<file path="config.mk">
export PLATFORM = sky130hd
export DESIGN_NAME = card_number_luhn_classifier_unit
export DESIGN_NICKNAME = d
export VERILOG_FILES = /design/src/clu_pkg.sv /design/src/card_number_luhn_classifier_unit.sv
export SDC_FILE = /design/constraint.sdc
export NUM_CORES = 1
export LEC_CHECK = 0
export ABC_CLOCK_PERIOD_IN_PS = 6350
export CORE_ASPECT_RATIO = 1.5
export CORE_MARGIN = 2
export CORE_UTILIZATION = 30
export DETAILED_ROUTE_END_ITERATION = 10
export DONT_BUFFER_PORTS = 1
export SETUP_SLACK_MARGIN = 0.15
export SLEW_MARGIN = 10
export SYNTH_ARGS = -nofsm -noshare
export SYNTH_HDL_FRONTEND = slang
export SYNTH_SLANG_ARGS = --single-unit
export TNS_END_PERCENT = 20
</file>
<file path="constraint.sdc">
create_clock -name clk_i -period 6.35 [get_ports clk_i]
set_input_delay 0.3175 -clock clk_i [delete_from_list [all_inputs] [get_ports clk_i]]
set_output_delay 0.3175 -clock clk_i [all_outputs]
set_load 0.03 [all_outputs]
</file>
<file path="src/clu_pkg.sv">
// Shared constants, brand codes, the binary-to-BCD step and the doubled-digit sum of the card number checker.
`default_nettype none
package clu_pkg;

  localparam int CARD_W     = 64;  // card number input width
  localparam int BCD_DIGITS = 20;  // enough decimal digits for any 64-bit value
  localparam int BCD_W      = 4 * BCD_DIGITS;
  localparam int CONV_BITS  = 8;   // binary bits folded into the BCD register per cycle
  localparam int CONV_CYC   = CARD_W / CONV_BITS;
  localparam int CONV_CNT_W = $clog2(CONV_CYC);
  localparam int CNT_W      = 5;   // digit_count width
  localparam int BRAND_W    = 2;
  localparam int OUT_W      = 8;   // brand + luhn_ok + digit_count, one byte
  localparam int MAX_DIGITS = 19;

  typedef logic [3:0] digit_t;

  localparam logic [BRAND_W-1:0] BRAND_NONE   = 2'd0;
  localparam logic [BRAND_W-1:0] BRAND_P4     = 2'd1;
  localparam logic [BRAND_W-1:0] BRAND_P34_37 = 2'd2;
  localparam logic [BRAND_W-1:0] BRAND_P51_55 = 2'd3;

  // Shift CONV_BITS binary bits, MSB first, into a packed BCD value (add-3 then shift).
  function automatic logic [BCD_W-1:0] dabble(input logic [BCD_W-1:0] bcd,
                                              input logic [CONV_BITS-1:0] bits);
    logic [BCD_W-1:0] acc;
    acc = bcd;
    for (int b = CONV_BITS - 1; b >= 0; b--) begin
      for (int k = 0; k < BCD_DIGITS; k++) begin
        if (acc[4*k +: 4] >= 4'd5) begin
          acc[4*k +: 4] = acc[4*k +: 4] + 4'd3;
        end
      end
      acc = {acc[BCD_W-2:0], bits[b]};
    end
    return acc;
  endfunction

  // Digit sum of twice a decimal digit.
  function automatic digit_t dbl_sum(input digit_t d);
    digit_t r;
    if (d < 4'd5) begin
      r = {d[2:0], 1'b0};
    end else begin
      r = {d[2:0], 1'b0} - 4'd9;
    end
    return r;
  endfunction

endpackage
`default_nettype wire

</file>
<file path="src/card_number_luhn_classifier_unit.sv">
// Top level: Luhn check, digit count and brand prefix classification of a card number.
//
//  channel  | dir | tdata fields (low bit up)                         | transfer
//  s_axis   | in  | card_number[63:0]                                 | tvalid & tready
//  m_axis   | out | brand[1:0], luhn_ok[2], digit_count[7:3]          | tvalid & tready
//
// An item is first converted and then scanned over N digits (N at most MAX_DIGITS):
// 8 bits at a time are folded into a 20-digit BCD register, then one digit per cycle
// is shifted out of it and accumulated.
// Reset clears the controller and the output valid; no data registers are cleared.
// A stalled output holds its result while the next card number is already accepted
// and converted; the result of that item waits until the output register frees.
`default_nettype none
module card_number_luhn_classifier_unit #(
  parameter int MAX_DIGITS = clu_pkg::MAX_DIGITS
) (
  input  wire logic                       clk_i,
  input  wire logic                       rst_ni,
  input  wire logic                       s_axis_tvalid,
  output logic                            s_axis_tready,
  input  wire logic [clu_pkg::CARD_W-1:0] s_axis_tdata,  // card_number[63:0]
  output logic                            m_axis_tvalid,
  input  wire logic                       m_axis_tready,
  output logic [clu_pkg::OUT_W-1:0]       m_axis_tdata   // brand[1:0], luhn_ok[2], digit_count[7:3]
);

  localparam logic [1:0] S_IDLE = 2'd0;
  localparam logic [1:0] S_CONV = 2'd1;
  localparam logic [1:0] S_SCAN = 2'd2;
  localparam logic [1:0] S_DONE = 2'd3;

  localparam logic [clu_pkg::CNT_W-1:0] MAX_CNT = clu_pkg::CNT_W'(MAX_DIGITS);
  localparam logic [clu_pkg::CNT_W-1:0] OVF_CNT = clu_pkg::CNT_W'(MAX_DIGITS + 1);

  logic [1:0]                       state_q, state_d;
  logic [clu_pkg::CONV_CNT_W-1:0]   conv_cnt_q, conv_cnt_d;
  logic [clu_pkg::CARD_W-1:0]       bin_q, bin_d;
  logic [clu_pkg::BCD_W-1:0]        bcd_q, bcd_d;
  logic [clu_pkg::CNT_W-1:0]        cnt_q, cnt_d;
  clu_pkg::digit_t                  sum_q, sum_d;
  clu_pkg::digit_t                  top_q, top_d;
  clu_pkg::digit_t                  below_q, below_d;
  logic [clu_pkg::OUT_W-1:0]        res_q, res_d;
  logic [clu_pkg::OUT_W-1:0]        out_q, out_d;
  logic                             out_vld_q, out_vld_d;

  logic                             in_xfer;
  logic                             out_free;
  logic                             scan_end;
  logic                             bcd_zero;
  clu_pkg::digit_t                  dig;
  clu_pkg::digit_t                  add_v;
  logic [4:0]                       sum_raw;
  logic                             luhn_ok;
  logic [clu_pkg::BRAND_W-1:0]      brand;

  assign s_axis_tready = (state_q == S_IDLE);
  assign in_xfer       = s_axis_tvalid && s_axis_tready;
  assign out_free      = !out_vld_q || m_axis_tready;
  assign m_axis_tvalid = out_vld_q;
  assign m_axis_tdata  = out_q;

  assign bcd_zero = (bcd_q == '0);
  assign scan_end = bcd_zero || (cnt_q == MAX_CNT);
  assign dig      = bcd_q[3:0];
  // odd positions from the right add the digit, even positions its doubled digit sum
  assign add_v    = cnt_q[0] ? clu_pkg::dbl_sum(dig) : dig;
  assign sum_raw  = {1'b0, sum_q} + {1'b0, add_v};
  assign luhn_ok  = (sum_q == 4'd0);

  always_comb begin
    brand = clu_pkg::BRAND_NONE;
    if (top_q == 4'd4 && (cnt_q == 5'd13 || cnt_q == 5'd16)) begin
      brand = clu_pkg::BRAND_P4;
    end else if (cnt_q == 5'd15 && top_q == 4'd3 && (below_q == 4'd4 || below_q == 4'd7)) begin
      brand = clu_pkg::BRAND_P34_37;
    end else if (cnt_q == 5'd16 && top_q == 4'd5 && below_q >= 4'd1 && below_q <= 4'd5) begin
      brand = clu_pkg::BRAND_P51_55;
    end
  end

  always_comb begin
    state_d    = state_q;
    conv_cnt_d = conv_cnt_q;
    bin_d      = bin_q;
    bcd_d      = bcd_q;
    cnt_d      = cnt_q;
    sum_d      = sum_q;
    top_d      = top_q;
    below_d    = below_q;
    res_d      = res_q;
    out_d      = out_q;
    out_vld_d  = out_vld_q;

    if (out_vld_q && m_axis_tready) begin
      out_vld_d = 1'b0;
    end

    case (state_q)
      S_IDLE: begin
        if (in_xfer) begin
          bin_d      = s_axis_tdata;
          bcd_d      = '0;
          conv_cnt_d = '0;
          cnt_d      = '0;
          sum_d      = '0;
          top_d      = '0;
          below_d    = '0;
          state_d    = S_CONV;
        end
      end
      S_CONV: begin
        bcd_d = clu_pkg::dabble(bcd_q,
                                bin_q[clu_pkg::CARD_W-1 -: clu_pkg::CONV_BITS]);
        bin_d = {bin_q[clu_pkg::CARD_W-clu_pkg::CONV_BITS-1:0],
                 {clu_pkg::CONV_BITS{1'b0}}};
        conv_cnt_d = conv_cnt_q + 1'b1;
        if (conv_cnt_q == clu_pkg::CONV_CNT_W'(clu_pkg::CONV_CYC - 1)) begin
          state_d = S_SCAN;
        end
      end
      S_SCAN: begin
        if (scan_end) begin
          // digits left over after MAX_DIGITS mark an overflow
          if (!bcd_zero) begin
            res_d = {OVF_CNT, 1'b0, clu_pkg::BRAND_NONE};
          end else begin
            res_d = {cnt_q, luhn_ok, luhn_ok ? brand : clu_pkg::BRAND_NONE};
          end
          state_d = S_DONE;
        end else begin
          bcd_d   = {4'd0, bcd_q[clu_pkg::BCD_W-1:4]};
          cnt_d   = cnt_q + 1'b1;
          sum_d   = (sum_raw >= 5'd10) ? 4'(sum_raw - 5'd10) : sum_raw[3:0];
          below_d = top_q;
          top_d   = dig;
        end
      end
      S_DONE: begin
        // hold the result until the output register frees
        if (out_free) begin
          out_d     = res_q;
          out_vld_d = 1'b1;
          state_d   = S_IDLE;
        end
      end
      default: begin
        state_d = S_IDLE;
      end
    endcase
  end

  always_ff @(posedge clk_i or negedge rst_ni) begin
    if (!rst_ni) begin
      state_q   <= S_IDLE;
      out_vld_q <= 1'b0;
    end else begin
      state_q   <= state_d;
      out_vld_q <= out_vld_d;
    end
  end

  always_ff @(posedge clk_i) begin
    conv_cnt_q <= conv_cnt_d;
    bin_q      <= bin_d;
    bcd_q      <= bcd_d;
    cnt_q      <= cnt_d;
    sum_q      <= sum_d;
    top_q      <= top_d;
    below_q    <= below_d;
    res_q      <= res_d;
    out_q      <= out_d;
  end

endmodule
`default_nettype wire

</file>
Word-level counts from Yosys, hierarchy flattened
Index checks and enable logic that the tools add are counted.
Storage, ports and cells
  register bits: 183
  bits of input ports: 68
  logic and storage cells: 720
Operators by class
  add/sub/neg operators: 165
  magnitude comparators: 164
  equal/unequal tests: 18
  multiplexer cells: 331
  bitwise gates (word level): 2
  reductions and logical operators: 27
Operators with widths (number)
  4-bit two-way mux: 292
  4-bit by 3-bit >= comparator with 1-bit output, second input constant: 160
  4-bit by 2-bit adder with 4-bit output, second input constant: 152
  80-bit case mux with 3 select lines: 1
  80-bit two-way mux: 2
  64-bit case mux with 2 select lines: 1
  80-bit logical NOT: 1
  64-bit two-way mux: 1
  3-bit two-way mux: 16
  3-bit by 2-bit adder with 3-bit output, second input constant: 8
  4-bit case mux with 2 select lines: 3
  4-bit by 3-bit equality test with 1-bit output, second input constant: 4
  2-bit two-way mux: 6
  5-bit by 4-bit equality test with 1-bit output, second input constant: 2
  5-bit equality test, second input constant: 2
  5-bit two-way mux: 2
  5-bit case mux with 2 select lines: 1
  1-bit logical AND: 8
  2-bit inequality test, second input constant: 4
  2-bit case mux with 4 select lines: 1
  2-bit AND reduction: 4
  4-bit subtractor, second input constant: 2
  3-bit case mux with 2 select lines: 1
  3-bit AND reduction: 2
  other kinds (22): 31

Longest topological paths before layout
Gate-level depths: netlist of the first run.
  depth after elaboration: 24
  depth in mapped cells: 38
  depth with buffers taken out: 37

Worst setup path after synthesis of the first run
No wires, ideal clock.
  kind: register to register
  start: register bcd_q[48] (netlist bit)
  end: register bcd_q[49] (netlist bit), data pin
  data arrival time: 6.590 ns
  data required time: 6.081 ns
  setup slack: -0.508 ns
  cell stages (with the launch flop): 35
  buffers on the path: 1
  period minus slack after synthesis: 6.858 ns
  path through: edfxtp_1 -> inv_1 -> ha_1 -> nand2b_1 -> a21oi_1 -> mux2i_1 -> nand2_1 -> a21oi_1 -> a31oi_1 -> ha_1 -> maj3_1 -> a221oi_1 -> nor2_1 -> inv_1 -> ha_1 -> o21bai_1 -> a22oi_1 -> mux2i_1 -> clkbuf_1 -> a21oi_1 -> nor2_1 -> a31oi_1 -> ha_1 -> maj3_1 -> a221oi_2 -> mux2i_1 -> inv_1 -> ha_1 -> o21ai_0 -> a21oi_1 -> nor2_1 -> ha_1 -> o31a_1 -> nor3b_1 -> o31ai_1
On the way
  longest elaborated chain between the ends: 24
Ends and longest elaborated chain
  start, declared: line card_number_luhn_classifier_unit.sv:38  | logic [clu_pkg::BCD_W-1:0] bcd_q, bcd_d;
  start signal, assigned: line card_number_luhn_classifier_unit.sv:166  | bcd_q <= bcd_d;
  4-bit by 2-bit adder with 4-bit output / 4-bit by 3-bit >= comparator with 1-bit output (equally long branches): line clu_pkg.sv:31, clu_pkg.sv:30
  4-bit two-way mux (*): line clu_pkg.sv:30  | if (acc[4*k +: 4] >= 4'd5) begin
  4-bit two-way mux (*): line card_number_luhn_classifier_unit.sv:99  | case (state_q)
  4-bit by 2-bit adder with 4-bit output / 4-bit by 3-bit >= comparator with 1-bit output (equally long branches): line clu_pkg.sv:31, clu_pkg.sv:30
  4-bit two-way mux (*): line clu_pkg.sv:30
  4-bit two-way mux (*): line card_number_luhn_classifier_unit.sv:99
  4-bit by 2-bit adder with 4-bit output / 4-bit by 3-bit >= comparator with 1-bit output (equally long branches): line clu_pkg.sv:31, clu_pkg.sv:30
  4-bit two-way mux (*): line clu_pkg.sv:30
  [... 9 more ...]
  4-bit two-way mux (*): line card_number_luhn_classifier_unit.sv:99
  4-bit by 3-bit >= comparator with 1-bit output / 4-bit by 2-bit adder with 4-bit output (equally long branches): line clu_pkg.sv:30, clu_pkg.sv:31
  4-bit two-way mux (*): line clu_pkg.sv:30
  4-bit two-way mux (*): line card_number_luhn_classifier_unit.sv:99
  4-bit by 3-bit >= comparator with 1-bit output (*): line clu_pkg.sv:30
  4-bit two-way mux (*): line clu_pkg.sv:30
  80-bit case mux with 3 select lines (*): line card_number_luhn_classifier_unit.sv:99
  via bcd_d (one bit): line card_number_luhn_classifier_unit.sv:38
Mark *: on every way through the listed nets, which the timed path passes. The rest lies on a longest branch. The select of a mux whose other input is x is not followed.
A chain may end at the register's enable or synchronous reset.

Final worst setup path of the first run
  start: register bcd_q[52] (netlist bit)
  end: register bcd_q[57] (netlist bit), data pin
On the way
  longest elaborated chain between the ends: 24
Ends and longest elaborated chain (line)
  4-bit by 2-bit adder with 4-bit output / 4-bit by 3-bit >= comparator with 1-bit output (equally long branches): clu_pkg.sv:31, clu_pkg.sv:30
  4-bit two-way mux (*): clu_pkg.sv:30
  4-bit two-way mux (*): card_number_luhn_classifier_unit.sv:99
  4-bit by 2-bit adder with 4-bit output / 4-bit by 3-bit >= comparator with 1-bit output (equally long branches): clu_pkg.sv:31, clu_pkg.sv:30
  4-bit two-way mux: clu_pkg.sv:30
  4-bit two-way mux: card_number_luhn_classifier_unit.sv:99
  4-bit by 2-bit adder with 4-bit output / 4-bit by 3-bit >= comparator with 1-bit output (equally long branches): clu_pkg.sv:31, clu_pkg.sv:30
  4-bit two-way mux: clu_pkg.sv:30
  [... 9 more ...]
  4-bit two-way mux: card_number_luhn_classifier_unit.sv:99
  4-bit by 2-bit adder with 4-bit output / 4-bit by 3-bit >= comparator with 1-bit output (equally long branches): clu_pkg.sv:31, clu_pkg.sv:30
  4-bit two-way mux: clu_pkg.sv:30
  4-bit two-way mux: card_number_luhn_classifier_unit.sv:99
  4-bit by 2-bit adder with 4-bit output / 4-bit by 3-bit >= comparator with 1-bit output (equally long branches): clu_pkg.sv:31, clu_pkg.sv:30
  4-bit two-way mux (*): clu_pkg.sv:30
  80-bit case mux with 3 select lines (*): card_number_luhn_classifier_unit.sv:99
  via bcd_d (one bit): card_number_luhn_classifier_unit.sv:38
Marked as above.

==> reports/results.env, run 1 <==
RUN_STATUS='finished, final reports clean'
WORST_HOLD_MARGIN_NS=0.0361
DP_SLACK_NS=-0.375
PLACEABLECOREAREA_UM2=98300
TRITONCTS_NUM_SINKS=183
CLOCK_PIN_SLEW_OF_THE_REGISTERS_ON_THE_WORST_CASE_SETUP_AND_HOLD_PATHS_NS=0.09
CLOCK-ROOT-BUFFER='clkbuf_16'
DRT_PRE_ANTENNA_ITERS=5
CP_DATA_REQUIRED_TIME_NS=6.59
GLOBALPLACE.CONGESTION=0.864
RSZ0062_AT_GRT='true'
NUMCTSBUFFERS=17
SYNTHESIS.AREA_PER_INSTANCE_UM2=7.86
DESIGN.FINAL.NETS=5049
CLOCK.FMAX_MHz=158
WORST_SLACK_NS=0.0153
TIMING.FINAL.HOLD_VIOLATIONS=0
MOSTFREQUENTLAYOUTCELLS='1067 x buf_4, 310 x nand2_1, 220 x nor2_1'
CHIPHEIGHT_UM=389
IO_PINS=78
FINAL_CORE_UTIL_PCT=45.1
PLACE.PORT_BUFFERS=0
FINAL_COMMON_CELL='buf_4'
PATH_BUF_INV=8
SLEW-LIMIT-HEADROOM_PCT=41.2
CRIT_PATH_END_KIND='flop'
MAXSLEWVIOLCOUNT=0
NUMBER_OF_GLOBAL_ROUTE_VIAS_BEFORE_REPAIR=32200
ANT_NETS=0
MOST_USED_DFF_POST_SYNTH='edfxtp_1'
WORST_PATH_DOMINANT_CELL_FAMILY='compound AO/OA/AOI/OAI gates'
GRT_ANTENNA_BEFORE_REPAIR=0
TIMING.CRITICAL_PATH.SLOWEST_CELL_DELAY_NS=0.43
HTREEDEPTH=4
SYNTH_NETS=4040
YOSYS_REGISTER_BITS=183
CTS_TREE='done'
SHARE_OF_SYNTHESIZED_REGISTERS_CARRYING_AN_ASYNC_SET_OR_RESET_PCT=1.64
POST_SYNTH_INSTANCE_AREA_UM2=29600
MULTI_INPUT_AREA_UM2=27000
SYNTH.LIB_CELLS_USED.DISTINCT=134
TIMING.CLOCK.SKEW_NS=0.0136
GR-USAGE-ALL-LAYERS_PCT=18.0
CRITICAL_PATH_PEAK_FANOUT=5
POST-ROUTE-PERIOD-UTIL_PCT=99.8
NFILLCELLS=9337
DRT_FIRST_ITER_VIOLATIONS=1620
YS_WARN_COUNT=0
SETUP.WORST_PATH.START_CLASS='flop'
DESIGN.DIE.AREA_UM2=101000
TIMING.CRITICAL_PATH.ARRIVAL_NS=6.57
GRT_START_MAX_NET_PINS=68
FIRST_PASS_GRT_WIRE_LENGTH_MM=152
DETAIL_ROUTE.WIRELENGTH_MM=97.8
CRIT_PATH_TOP_DELAY_CELL='edfxtp_1'
AREA_DELTA_SYNTH_FINAL_PCT=49.6
CRITPATHMOSTFREQUENTCELL='ha_4'
ROUTE.VIAS.TOTAL=33100
WORSTHOLDPATHTYPE='input pin to flop'
FINAL_PERIOD_MINUS_WORST_SETUP_SLACK_NS=6.33
CRIT_TYPE='flop to flop'
SEQCELLAREA_UM2=5480
GLOBALROUTEOVERFLOWTOTAL=0
CLOCKBUFFERDEPTH=2
FP.DIEW_UM=261
START_UTIL_PCT=30.1
WORSTSKEWPAIRLATENCY_NS=0.49
WORST-SLEW-PIN-TRANSITION_NS=0.881
SYNTH_EDF_COUNT=180
SETUP-VIOLATIONS-FINAL=0
MAX-CAP-VIOLATIONS=0
DETAIL_ROUTE.VIAS_PER_CELL=5.45
DRCVIOLATIONCOUNT=0
WL_PER_CELL_UM=16.1
SYNTH_SEQUENTIAL_AREA_RATIO_PCT=18.5
TOTALNEGATIVESETUPSLACK_NS=0
ROWS=141
LAYOUT-DRIVE-GT1-SHARE_PCT=45.2
DPL.HPWL_MM=74.3
POST_SYNTH_INST_COUNT=3767
[logic make-up after synthesis]
| family | count (synthesis) | share of synthesized area, % |
|---|---|---|
| xor+xnor | 97 | 3.26 |
| buf+inv | 375 | 4.96 |
| simple gates | 1325 | 22.9 |
| fa+ha+maj | 213 | 8.96 |
| mux | 250 | 9.21 |
| flops | 183 | 18.5 |
| compound gates | 1324 | 32.2 |
[what timing repair did]
action                     4_1_cts  5_1_grt
pin swaps                      152      300
hold endpoints to repair         3        0
buffers inserted                86      121
cloned                           0        0
setup endpoints to repair       67       75
resized for setup              285      513
hold buffers                     1        0
[cell usage after synthesis, types with 33 or more instances]
master,count,share of area [%]
nand2_1,331,4.2
a31oi_1,45,0.95
o21bai_1,39,0.99
nand3_1,135,2.3
a211oi_1,63,1.6
xnor2_1,66,2.0
o211ai_1,82,2.1
mux2i_1,112,3.8
clkbuf_1,85,1.1
nor2_1,260,3.3
buf_2,33,0.56
nor2b_1,56,1.2
and3_1,55,1.2
or3_1,44,0.93
a211o_1,34,1.0
nand2b_1,58,1.2
edfxtp_1,180,18
o21ai_0,216,3.7
mux2_2,126,4.8
o21a_1,35,0.89
o21ai_1,49,0.83
ha_1,204,8.6
inv_1,233,3.0
a21o_1,63,1.6
and2_1,62,1.3
nor3_1,91,1.5
nor4_1,33,0.70
a21oi_1,236,4.0
or2_2,40,0.84
[per-stage QoR]
step	cells	instance area (um^2)
2_1_floorplan	3767	30600
3_3_place_gp	5836	38500
3_5_place_dp	5836	38500
4_1_cts	5955	41200
5_1_grt	6076	44300
6_report	6077	44300
[path summary, 6_finish.rpt]
| kind | to | cells past startpoint | from | slack (ns) |
|---|---|---|---|---|
| min in group asynchronous | state_q[1] | 1 | rst_ni | 0.13 |
| worst min register to register | m_axis_tdata[4] | 0 | res_q[4] | 0.43 |
| worst min-delay path | bin_q[4] | 1 | s_axis_tdata[4] | 0.04 |
| max in group asynchronous | m_axis_tvalid | 1 | rst_ni | 6.01 |
| worst max-delay path | bcd_q[57] | 35 | bcd_q[52] | 0.02 |
| worst max register to register | bcd_q[57] | 35 | bcd_q[52] | 0.02 |
[final cells by class]
class                           instances  share of cell area [%]
Timing Repair Buffer                 1121                    19.5
Inverter                              244                    2.12
Tap cell                             1287                    3.64
Clock buffer                           17                   0.960
Sequential cell                       183                    12.4
Clock inverter                         15                   0.525
Multi-Input combinational cell       3209                    60.8
Antenna cell                            1                 0.00565
[sequential cells by signal, summed over array words and instances (netlist names), 2 cells and up]
| register | count |
|---|---|
| bcd_q | 80 |
| res_q | 8 |
| cnt_q | 5 |
| m_axis_tdata | 8 |
| below_q | 4 |
| bin_q | 64 |
| sum_q | 4 |
| conv_cnt_q | 3 |
| top_q | 4 |
| state_q | 2 |
[metal layers]
metal | GRT usage, % | wire, um | vias to the layer above
met1 | 18.2 | 36800 | 15900
li1 | - | - | 16400
met2 | 36.3 | 54300 | 549
met4 | 7.68 | 4270 | 0
met3 | 1.86 | 2390 | 202
met5 | 0 | 0 | -
Power of run 1 is left out: the tool's default activity adds up to more than one toggle a clock period on the data nets, which glitch-free logic cannot reach.
==> inputs of run 2 (changes only) <==
--- a/config.mk
+++ b/config.mk
@@ -11,6 +11,7 @@
 export CORE_UTILIZATION = 30
 export DETAILED_ROUTE_END_ITERATION = 10
 export DONT_BUFFER_PORTS = 1
+export MAX_ROUTING_LAYER = met4
 export SETUP_SLACK_MARGIN = 0.15
 export SLEW_MARGIN = 10
 export SYNTH_ARGS = -nofsm -noshare
==> run 2 against run 1 <==
Against the previous run: the run now ends with setup timing left; via count is 0.20% lower; wire length fell by 0.26%; worst setup slack got worse by 0.037 ns; first-iteration DRC count down 2.4%; critical path type unchanged; critical endpoint unchanged.
==> reports/results.env, run 2 (synthesis gave the netlist of run 1 again) <==
PLACE.PORT_BUFFERS=0  # unchanged
TIMING.REG2REG.WORST_PATH_DEPTH=34  # -2.9%
WORSTHOLDPATHTYPE='input pin to flop'
ANT_NETS=0  # unchanged
POST-ROUTE-PERIOD-UTIL_PCT=100  # +0.58 points
FINAL_COMMON_CELL='buf_4'
NUMBER_OF_GLOBAL_ROUTE_VIAS_BEFORE_REPAIR=32200  # +0.047%
FINAL_PERIOD_MINUS_WORST_SETUP_SLACK_NS=6.37  # +0.0371 ns
VIOLATIONS='setup timing'
GRT_ANTENNA_BEFORE_REPAIR=0  # unchanged
WHS_PATH_DEPTH=1  # unchanged
TIMING.FINAL.HOLD_VIOLATIONS=0  # unchanged
CRIT_PATH_END_KIND='flop'
IO_PINS=78  # unchanged
TIMING.CRITICAL_PATH.SLOWEST_CELL_DELAY_NS=0.43  # about the same
CP_DATA_REQUIRED_TIME_NS=6.59  # about the same
CRIT_TYPE='flop to flop'
CLOCK-ROOT-BUFFER='clkbuf_16'
HTREEDEPTH=4  # unchanged
WORSTSKEWPAIRLATENCY_NS=0.49  # about the same
AREA_DELTA_SYNTH_FINAL_PCT=49.3
SETUP.WORST_PATH.START_CLASS='flop'
SETUP-VIOLATIONS-FINAL=1  # +1
PLACEABLECOREAREA_UM2=98300  # unchanged
DPL.HPWL_MM=74.3  # unchanged
ROWS=141  # unchanged
GLOBALROUTEOVERFLOWTOTAL=0  # unchanged
FIRST_PASS_GRT_WIRE_LENGTH_MM=152  # about the same
MOSTFREQUENTLAYOUTCELLS='1072 x buf_4, 311 x nand2_1, 223 x nor2_1'
GLOBALPLACE.CONGESTION=0.878  # +1.6%
CRITICAL_PATH_PEAK_FANOUT=5  # unchanged
DESIGN.FINAL.NETS=5045  # -0.079%
TRITONCTS_NUM_SINKS=183  # unchanged
GR-USAGE-ALL-LAYERS_PCT=18.5  # +0.53 points
CLOCK_PIN_SLEW_OF_THE_REGISTERS_ON_THE_WORST_CASE_SETUP_AND_HOLD_PATHS_NS=0.09  # about the same
SLEW-LIMIT-HEADROOM_PCT=41.1  # -0.081 points
MAX-CAP-VIOLATIONS=0  # unchanged
TOTALNEGATIVESETUPSLACK_NS=-0.0218  # -0.0218 ns
CLOCK.FMAX_MHz=157  # -0.58%
DETAIL_ROUTE.WIRELENGTH_MM=97.5  # -0.26%
MAXSLEWVIOLCOUNT=0  # unchanged
START_UTIL_PCT=30.1  # unchanged
RUN_STATUS='finished with violations'
REG.LARGEST.LIST='bcd_q (80), bin_q (64)'
DRCVIOLATIONCOUNT=0  # unchanged
FLIP_FLOP_COUNT_OF_THE_LARGEST_REGISTER_ALL_COPIES_AND_WORDS_ADDED=80  # unchanged
FP.DIEW_UM=261  # unchanged
WL_PER_CELL_UM=16.1  # -0.18%
GRT_START_MAX_NET_PINS=68  # unchanged
DRT_PRE_ANTENNA_ITERS=6  # +1
NFILLCELLS=9358  # +0.22%
LAYOUT-DRIVE-GT1-SHARE_PCT=45.2  # about the same
ROUTE.VIAS.TOTAL=33000  # -0.20%
CHIPHEIGHT_UM=389  # unchanged
NUMCTSBUFFERS=17  # unchanged
DRT_FIRST_ITER_VIOLATIONS=1581  # -2.4%
RSZ0062_AT_GRT='true'
TIMING.CLOCK.SKEW_NS=0.0132  # -0.000323 ns
LARGEST-REGISTER='bcd_q'
DETAIL_ROUTE.VIAS_PER_CELL=5.44  # -0.12%
WORST-SLEW-PIN-TRANSITION_NS=0.882  # +0.00121 ns
CTS_TREE='done'
CRITPATHMOSTFREQUENTCELL='buf_4'
CLOCKBUFFERDEPTH=2  # unchanged
TIMING.CRITICAL_PATH.ARRIVAL_NS=6.61  # +0.04 ns
CRIT_PATH_TOP_DELAY_CELL='edfxtp_1'
ANTENNA_DIODE_COUNT=0  # -1
WORST_SLACK_NS=-0.0218  # -0.0371 ns
DESIGN.DIE.AREA_UM2=101000  # unchanged
==> run 2: cell count changes in the layout (fill, tap and decap cells not counted), sizes merged <==
| cell | before | now |
|---|---|---|
| buf | 1119 | 1115 |
| diode | 1 | 0 |
==> run 2: worst paths after layout <==
path	endpoint	startpoint	slack (ns)
setup / recovery	bcd_q[57]	bcd_q[52]	-0.02
min in group asynchronous	state_q[1]	rst_ni	0.12
hold / removal	bin_q[7]	s_axis_tdata[7]	0.03
max in group asynchronous	m_axis_tvalid	rst_ni	6.02
hold reg to reg	m_axis_tdata[4]	res_q[4]	0.43
setup reg to reg	bcd_q[57]	bcd_q[52]	-0.02
==> run 2: timing repair <==
item / in CTS / in global routing
endpoints found under the hold margin: 3 / 0
resized for setup: 285 / 498
setup endpoints to repair: 67 / 75
setup buffers: 86 / 117
hold buffers: 1 / 0
pin swaps: 152 / 276
==> run 2: critical path: cells and delay by family (launching register included) <==
family / cells / cell delay (ns)
AOI/OAI and AO/OA: 11 / 2.04
buffers and inverters: 13 / 1.74
muxes: 3 / 0.77
and+or+nand+nor: 4 / 0.63
adders and majority gates: 3 / 0.53
DFF: 1 / 0.43
==> run 2: area by class of cell <==
type	instances	area [um^2]	area share (%)
multi-input combinational	3209	26900	60.9
sequential	183	5480	12.4
inverter	244	936	2.12
clock inverter	15	233	0.526
timing repair buffer	1117	8590	19.4
tap	1287	1610	3.64
clock buffer	17	425	0.962
==> run 2: metal layers <==
metal / up-vias / GRT usage [%] / wire length [um]
met1: 15800 / 18.3 / 36600
met3: 224 / 1.77 / 2510
met2: 605 / 36.3 / 53800
li1: 16400 / - / -
met5: - / - / 0
met4: 0 / 7.61 / 4570
==> run 2: metrics by stage <==
stage          setup WS, ns  hold slack, ns  cells  utilization, %  instance area, um^2
6_report            -0.0218          0.0315   6072            45.0                44200
4_1_cts             -0.0288         0.00526   5955            41.9                41200
2_1_floorplan       -0.0389          0.0219   3767               -                30600
3_5_place_dp         -0.375          0.0235   5836            39.2                38500
3_3_place_gp         -0.216          0.0235   5836            39.2                38500
5_1_grt              -0.325         0.00941   6072            45.0                44200
Power of run 2 is left out for the same reason.
